**src/design/ppid_pkg.sv**
```systemverilog
// ----------------------------------------------------------------------------
// ppid_pkg : shared types and constants of the polar PID drive unit
// Widths, fixed-point constants, datapath opcodes and the CORDIC angle table.
// ----------------------------------------------------------------------------
package ppid_pkg;

	localparam int PIX_W    = 16;
	localparam int COEF_W   = 24;
	localparam int ERR_W    = 24;
	localparam int DRV_W    = 25;
	localparam int SAT_W    = 26;
	localparam int HEAD_W   = 13;
	localparam int FRAME_W  = 5;
	localparam int CNT_W    = 5;
	localparam int IDX_W    = 3;
	localparam int CFG_W    = 24;
	localparam int MUL_W    = 30;
	localparam int PROD_W   = 2 * MUL_W;
	localparam int MM_W     = 27;
	localparam int U_W      = 42;
	localparam int SQ_W     = 56;
	localparam int CW       = 40;
	localparam int ZW       = 30;
	localparam int TS_W     = 29;

	localparam int ANGLE_START_FRAME = 16;
	localparam int CORDIC_STEPS      = 16;
	localparam int SQRT_ITERS        = 28;

	// floor(s/3) == (s * RECIP3) >> RECIP3_SH for every s below 2^19
	localparam logic [20:0] RECIP3    = 21'd349526;
	localparam int          RECIP3_SH = 20;

	localparam logic [ERR_W-1:0] DEADBAND = 24'd16384;
	localparam logic [ERR_W-1:0] ERR_MAX  = 24'hFFFFFF;
	localparam logic signed [ZW-1:0] PI_Q24      = 30'sd52707179;
	localparam logic signed [ZW-1:0] HALF_PI_Q24 = 30'sd26353589;
	localparam logic signed [SAT_W-1:0] ESAT_MAX = 26'sh1FFFFFF;
	localparam logic signed [SAT_W-1:0] ESAT_MIN = -26'sh2000000;

	localparam logic [15:0] RST_TARGET_X    = 16'd0;
	localparam logic [15:0] RST_TARGET_Y    = 16'd0;
	localparam logic [23:0] RST_COEF_NOW    = 24'd174816;
	localparam logic [23:0] RST_COEF_PREV   = 24'd287;
	localparam logic [23:0] RST_COEF_PREV2  = 24'hFD563E;
	localparam logic [23:0] RST_WINDUP_GAIN = 24'd665335;
	localparam logic [23:0] RST_DRIVE_LIMIT = 24'd353894;
	localparam logic [15:0] RST_PIXEL_SCALE = 16'd4224;

	typedef enum logic [IDX_W-1:0] {
		REG_TARGET_X, REG_TARGET_Y, REG_COEF_NOW, REG_COEF_PREV,
		REG_COEF_PREV2, REG_WINDUP_GAIN, REG_DRIVE_LIMIT, REG_PIXEL_SCALE
	} reg_idx_t;

	typedef enum logic [4:0] {
		OP_IDLE, OP_FX, OP_FY, OP_EX, OP_EY, OP_SQX, OP_SQY, OP_SQ0, OP_SQRT,
		OP_ERR, OP_P1, OP_P2, OP_P3, OP_U, OP_ES, OP_T, OP_DRV, OP_CLR,
		OP_AD, OP_BC, OP_AC, OP_BD, OP_CI, OP_CORD, OP_HD, OP_DONE
	} op_t;

	typedef struct packed {
		op_t              op;
		logic             take;
		logic [CNT_W-1:0] idx;
	} cmd_t;

	typedef struct packed {
		logic active;
		logic angle_en;
	} stat_t;

	function automatic logic signed [ZW-1:0] atan_q24(input logic [CNT_W-1:0] i);
		logic signed [ZW-1:0] r;
		case (i)
			5'd0:  r = 30'sd13176795;
			5'd1:  r = 30'sd7778716;
			5'd2:  r = 30'sd4110060;
			5'd3:  r = 30'sd2086331;
			5'd4:  r = 30'sd1047214;
			5'd5:  r = 30'sd524117;
			5'd6:  r = 30'sd262123;
			5'd7:  r = 30'sd131069;
			5'd8:  r = 30'sd65536;
			5'd9:  r = 30'sd32768;
			5'd10: r = 30'sd16384;
			5'd11: r = 30'sd8192;
			5'd12: r = 30'sd4096;
			5'd13: r = 30'sd2048;
			5'd14: r = 30'sd1024;
			5'd15: r = 30'sd512;
			5'd16: r = 30'sd256;
			5'd17: r = 30'sd128;
			5'd18: r = 30'sd64;
			5'd19: r = 30'sd32;
			5'd20: r = 30'sd16;
			5'd21: r = 30'sd8;
			5'd22: r = 30'sd4;
			5'd23: r = 30'sd2;
			default: r = '0;
		endcase
		return r;
	endfunction

endpackage

```
**src/design/ppid_ctrl.sv**
```systemverilog
// ----------------------------------------------------------------------------
// ppid_ctrl : sequencer of the polar PID drive unit
// Steps the datapath through filter, distance, PID, angle and hand-over.
// ----------------------------------------------------------------------------
module ppid_ctrl (
	input  logic            clk,
	input  logic            arst_n,
	input  logic            in_valid,
	output logic            in_ready,
	output logic            out_valid,
	input  logic            out_ready,
	input  ppid_pkg::stat_t stat,
	output ppid_pkg::cmd_t  cmd
);
	import ppid_pkg::*;

	typedef enum logic [4:0] {
		ST_IDLE, ST_FX, ST_FY, ST_EX, ST_EY, ST_SQX, ST_SQY, ST_SQ0, ST_SQRT,
		ST_ERR, ST_P1, ST_P2, ST_P3, ST_U, ST_ES, ST_T, ST_DRV, ST_CLR,
		ST_AD, ST_BC, ST_AC, ST_BD, ST_CI, ST_CORD, ST_HD, ST_DONE
	} state_t;

	localparam int CORD_N = (CORDIC_STEPS > 24) ? 24 : CORDIC_STEPS;

	state_t           state_q;
	logic [CNT_W-1:0] cnt_q;
	logic             out_valid_q;
	logic             slot_free;

	assign slot_free = !out_valid_q || out_ready;
	assign in_ready  = (state_q == ST_IDLE);
	assign out_valid = out_valid_q;

	always_comb begin
		cmd.take = (state_q == ST_IDLE) && in_valid;
		cmd.idx  = cnt_q;
		unique case (state_q)
			ST_IDLE: cmd.op = OP_IDLE;
			ST_FX:   cmd.op = OP_FX;
			ST_FY:   cmd.op = OP_FY;
			ST_EX:   cmd.op = OP_EX;
			ST_EY:   cmd.op = OP_EY;
			ST_SQX:  cmd.op = OP_SQX;
			ST_SQY:  cmd.op = OP_SQY;
			ST_SQ0:  cmd.op = OP_SQ0;
			ST_SQRT: cmd.op = OP_SQRT;
			ST_ERR:  cmd.op = OP_ERR;
			ST_P1:   cmd.op = OP_P1;
			ST_P2:   cmd.op = OP_P2;
			ST_P3:   cmd.op = OP_P3;
			ST_U:    cmd.op = OP_U;
			ST_ES:   cmd.op = OP_ES;
			ST_T:    cmd.op = OP_T;
			ST_DRV:  cmd.op = OP_DRV;
			ST_CLR:  cmd.op = OP_CLR;
			ST_AD:   cmd.op = OP_AD;
			ST_BC:   cmd.op = OP_BC;
			ST_AC:   cmd.op = OP_AC;
			ST_BD:   cmd.op = OP_BD;
			ST_CI:   cmd.op = OP_CI;
			ST_CORD: cmd.op = OP_CORD;
			ST_HD:   cmd.op = OP_HD;
			ST_DONE: cmd.op = slot_free ? OP_DONE : OP_IDLE;
			default: cmd.op = OP_IDLE;
		endcase
	end

	always_ff @(posedge clk or negedge arst_n) begin
		if (!arst_n) begin
			state_q     <= ST_IDLE;
			cnt_q       <= '0;
			out_valid_q <= 1'b0;
		end else begin
			if (state_q == ST_DONE && slot_free)
				out_valid_q <= 1'b1;
			else if (out_valid_q && out_ready)
				out_valid_q <= 1'b0;
			unique case (state_q)
				ST_IDLE: if (in_valid) state_q <= ST_FX;
				ST_FX:   state_q <= ST_FY;
				ST_FY:   state_q <= ST_EX;
				ST_EX:   state_q <= ST_EY;
				ST_EY:   state_q <= ST_SQX;
				ST_SQX:  state_q <= ST_SQY;
				ST_SQY:  state_q <= ST_SQ0;
				ST_SQ0: begin
					cnt_q   <= '0;
					state_q <= ST_SQRT;
				end
				ST_SQRT: begin
					cnt_q <= cnt_q + 1'b1;
					if (cnt_q == CNT_W'(SQRT_ITERS - 1)) state_q <= ST_ERR;
				end
				ST_ERR:  state_q <= ST_P1;
				ST_P1:   state_q <= stat.active ? ST_P2 : ST_CLR;
				ST_P2:   state_q <= ST_P3;
				ST_P3:   state_q <= ST_U;
				ST_U:    state_q <= ST_ES;
				ST_ES:   state_q <= ST_T;
				ST_T:    state_q <= ST_DRV;
				ST_DRV:  state_q <= stat.angle_en ? ST_AD : ST_DONE;
				ST_CLR:  state_q <= ST_DONE;
				ST_AD:   state_q <= ST_BC;
				ST_BC:   state_q <= ST_AC;
				ST_AC:   state_q <= ST_BD;
				ST_BD:   state_q <= ST_CI;
				ST_CI: begin
					cnt_q   <= '0;
					state_q <= ST_CORD;
				end
				ST_CORD: begin
					cnt_q <= cnt_q + 1'b1;
					if (cnt_q == CNT_W'(CORD_N - 1)) state_q <= ST_HD;
				end
				ST_HD:   state_q <= ST_DONE;
				ST_DONE: begin
					if (slot_free)
						state_q <= ST_IDLE;
				end
				default: state_q <= ST_IDLE;
			endcase
		end
	end

endmodule

```
**config.mk**
```make
export PLATFORM = sky130hd
export DESIGN_NAME = ppid_ctrl
export DESIGN_NICKNAME = d
export VERILOG_FILES = /design/src/design/ppid_pkg.sv /design/src/design/ppid_ctrl.sv
export SDC_FILE = /design/constraint.sdc
export NUM_CORES = 1
export LEC_CHECK = 0
export ABC_AREA = 1
export BUFFER_PORTS_ARGS = -buffer_cell sky130_fd_sc_hd__clkbuf_2
export CORE_UTILIZATION = 50
export DETAILED_ROUTE_END_ITERATION = 12
export GPL_TIMING_DRIVEN = 1
export PLACE_DENSITY = 0.74
export SLEW_MARGIN = 20
export SYNTH_ARGS = -nofsm -noshare
export SYNTH_HDL_FRONTEND = slang
export SYNTH_SLANG_ARGS = --single-unit
```
**constraint.sdc**
```tcl
create_clock -name clk -period 2.2 [get_ports clk]
set_clock_uncertainty 0.1 [all_clocks]
set_input_delay 0.11 -clock clk [delete_from_list [all_inputs] [get_ports clk]]
set_output_delay 0.11 -clock clk [all_outputs]
set_load 0.02 [all_outputs]
```
# Word-level counts from Yosys, hierarchy flattened
# Index checks and enable logic that the tools add are counted.
# classes
div_mod_pow,0
magnitude_cmp,0
n_shift,0
muxes,12
multipliers,0
add_sub_neg,1
n_bitwise,0
reduce_logical,12
n_eq_ne,31
# op_table
cell,count
$pmux 5 s25,2
$eq 5x5->1 const B,11
$eq 5x4->1 const B,9
$mux 5,6
$eq 5x3->1 const B,4
$eq 5x2->1 const B,2
$pmux 5 s2,1
$ne 2x2->1 const B,4
$reduce_or 2->1,3
$add 5x1->5 const B,1
$eq 5x1->1 const B,1
$logic_not 5->1,1
$mux 4,1
$reduce_and 4->1,1
$reduce_bool 2->1,2
$logic_and 1x1->1,3
$mux 1,2
$logic_not 1->1,1
$logic_or 1x1->1,1
# totals
register_bits,11
wordCells,59
rom_bits,0
latch_bits,0
ram_bits,0
in_bits,6
output_inout_bits,13
n_memories,0

# Longest topological paths before layout
# logic_depth
depth_word,4
ltp_mapped,9
ltp_nobuf,9

# Worst setup path after synthesis
# OpenSTA, ideal clock, no wires.
# synth_path
path_type,reg-to-reg
from,register cnt_q[0]
to,register state_q[0]
path_slack_ns,0.540
path_stages_with_launch,10
t_required_ns,1.983
setup_ns,0.117
synth_period_minus_slack_ns,1.660
arrival_time_ns,1.443
n_path_buf,0
path_cell_list,dfrtp_1 ha_1 nand2_1 nor2_1 ha_1 or2_4 nand2_1 nor2_1 nand2_1 nand2_1
# synth_via
elab_chain_cells,3
word_cells_on_any_way,5
# synth_lines
element,line_no,source
start: declaration,ppid_ctrl.sv:26,logic [CNT_W-1:0] cnt_q;
start signal: assignment,ppid_ctrl.sv:91,cnt_q <= cnt_q + 1'b1;
start signal: assignment,ppid_ctrl.sv:112,cnt_q <= cnt_q + 1'b1;
$eq 5x4->1 or $eq 5x5->1 (tied branches),"ppid_ctrl.sv:113, ppid_ctrl.sv:92",
$ne 2x2->1 (no line),-,
$reduce_and 4->1 (no line) (*),-,
end signal: assignment,ppid_ctrl.sv:95,ST_P1: state_q <= stat.active ? ST_P2 : ST_CLR;
end signal: assignment,ppid_ctrl.sv:101,ST_DRV: state_q <= stat.angle_en ? ST_AD : ST_DONE;
end: declaration,ppid_ctrl.sv:25,state_t state_q;
# Every way passes the cells marked *; elsewhere a longest branch is shown, timed or not.
# A chain may end at the register's enable or synchronous reset.

==> reports/results.txt <==
Total GRT Usage - 0.277
Die W - 45.3 um
Die ar. - 2050 sq um
# rows - 15
Setup Total Neg Slack - 0 ns
hold violation total from the final report - 0
nets - 184
element type at the critical path start - flop
GP Congestion - 1.01
drt total wl - 2310 um
Seq. cell area - 275 sq um
post-CTS setup repair buffer count - 0
worst-path fanout max - 16
Port Buffers - 18
CTS Buf Count - 3
worst slew pin tran - 0.466 ns
Clk Latency, worst-skew pair - 0.27 ns
RSZ-0062 raised after global routing - no
Cells after Synth - 154
Comb pwr share - 0.617
vias in the first global route - 944
Multi-input gate area - 559 sq um
Avg Synthesized Cell Area - 6.09 sq um
final hold slack - 0.00457 ns
Root Buffer - clkbuf_4
Synth Warn # - 0
Routed Antenna Nets - 0
WL/cell - 11.5 um
Die Ht - 45.3 um
Initial Utilization - 0.538
Core ar. - 1750 sq um
max-slew violation count - 0
VDD IR max - 0.000827 V
arrival time worst endpoint - 1.79 ns
first-iteration detailed-routing DRC count - 36
largest net degree at the start of global routing - 17
Sw Share - 0.554
layout cells sized above 1 - 0.200
diodes inserted - 0
via/cell ratio - 5.16
DRC viols - 0
num ports - 19
Final setup viols - 0
first drt pass iteration count - 4
Flop pwr share - 0.284
Reg clk slew, reported paths - 0.08 ns
Clock power frac - 0.099
Cell Area, Synth - 938 sq um
post-synthesis sequential area ratio - 0.293
type of the tightest min-delay check - in2reg
synth unique cells - 23
CTS tree - yes
first-pass GRT wire length - 3970 um
fin crit share - 0.908
Power Dens Cells - 1270 nW/um^2
CTS sink count - 11
total congestion overflow - 0
required time of the worst setup path - 1.99 ns
H-tree levels - 1
Yosys reg bits - 11
CP endpoint kind - output pin
Post-DP Area - 1050 sq um
Sw Pwr - 0.767 mW
design area - 1090 sq um
Max Freq - 501 MHz
area growth from synthesis to final layout - 15.9%
Pint - 0.616 mW
Max Root-Sink Buffers - 2
routed vias - 1032
status - complete, no violations
WS Path Type - reg2out
P_leak - 0.655 nW
Slew headroom - 0.689
Detailed Place HPWL - 1890 um
synthesized net count - 162
max-capacitance violation count - 0
Tmin final - 2.00 ns
initial antenna violation count - 0
filler instances - 189
==> critical path, cell delays in order (launching register included) <==
cell,delay [ns]
dfrtp_1,0.63
nand2_1,0.13
nor3_1,0.26
nand2_1,0.13
nand2_1,0.08
inv_1,0.05
o21ai_0,0.06
clkbuf_2,0.19
==> sequential cells by signal, indices dropped and copies added, names as in the netlist <==
name / count
cnt_q: 5
out_valid: 1
state_q: 5
==> logic make-up (layout without fill, tap and decap cells) <==
group           after synthesis  in the layout  synth area share
compound gates               13             13            0.0747
flops                        11             11             0.293
fa+ha+maj                     2              2            0.0267
xor+xnor                      1              1           0.00934
simple gates                100            100             0.485
buf+inv                      27             48             0.111
==> power by group through the flow <==
stage / logic [mW] / registers (mW) / clock network, mW
2_1_floorplan: 0.627 / 0.385 / 0
3_3_place_gp: 0.835 / 0.396 / 0
3_5_place_dp: 0.848 / 0.396 / 0
4_1_cts: 0.852 / 0.392 / 0.140
5_1_grt: 0.966 / 0.411 / 0.150
6_report: 0.854 / 0.393 / 0.137
==> synth_stat cells <==
cell type | n | area, sq um
nand2_2 | 2 | 12.5
o21ai_1 | 2 | 10.0
inv_1 | 22 | 82.6
nor3b_1 | 2 | 15.0
o21ai_0 | 2 | 10.0
a21oi_1 | 6 | 30.0
nand4_1 | 5 | 31.3
xor2_1 | 1 | 8.76
nor2_4 | 1 | 11.3
dfrtp_1 | 11 | 275
nor2_2 | 4 | 25.0
inv_2 | 3 | 11.3
nor2_1 | 19 | 71.3
or2_2 | 1 | 6.26
nor3_1 | 4 | 20.0
o211ai_1 | 1 | 7.51
nand3_1 | 15 | 75.1
nand2_1 | 45 | 169
or2_4 | 1 | 8.76
o22ai_1 | 2 | 12.5
buf_2 | 2 | 10.0
ha_1 | 2 | 25.0
nand3_2 | 1 | 10.0
==> final cells by class <==
cell class / instances / share of cell area
Multi-Input combinational cell: 116 / 0.514
Sequential cell: 11 / 0.253
Timing Repair Buffer: 19 / 0.0921
Inverter: 25 / 0.0863
Tap cell: 25 / 0.0288
Clock buffer: 3 / 0.0207
Clock inverter: 1 / 0.00460
==> final timing paths <==
path / startpoint / end / slack (ns) / cells past startpoint
setup reg to reg: state_q[4] / state_q[4] / 0.41 / 8
min in group asynchronous: arst_n / cnt_q[3] / 0.16 / 2
setup / recovery: state_q[4] / cmd[9] / 0.20 / 7
hold reg to reg: cnt_q[0] / cnt_q[0] / 0.43 / 1
hold / removal: out_ready / out_valid / 0.005 / 4
max in group asynchronous: arst_n / state_q[1] / 1.61 / 2
==> layer usage <==
layer	share of wire	vias to the layer above	GRT usage
li1	-	537	-
met1	0.48	458	0.387
met2	0.45	33	0.403
met3	0.057	4	0.0640
met4	0.014	0	0.127
met5	0	-	0
==> layout by cell type (no fill, tap or decap), drive strengths merged <==
cell type / instances
clkinv: 1
clkbuf: 21
nor2: 24
ha: 2
nand3: 16
or2: 2
dfrtp: 11
nand2: 47
inv: 25
o22ai: 2
nor3: 4
nor3b: 2
a21oi: 6
nand4: 5
dlygate4sd3: 1
o211ai: 1
xor2: 1
o21ai: 4
==> through the flow <==
stage                     std cells  setup WS (ns)  utilization  total power, mW
after floorplan                 154          0.540            -             1.01
after global placement          195          0.468        0.601             1.23
after detailed placement        195          0.439        0.601             1.24
after CTS                       200          0.200        0.623             1.38
after global routing            200         0.0300        0.623             1.53
final                           200          0.203        0.623             1.38
==> repair_timing <==
| action | CTS | global route |
|---|---|---|
| hold buffers | 1 | 0 |
| hold endpoints to repair | 11 | 0 |
| gates resized for setup | 0 | 0 |
No activity file was read; power rests on OpenSTA's default activity.
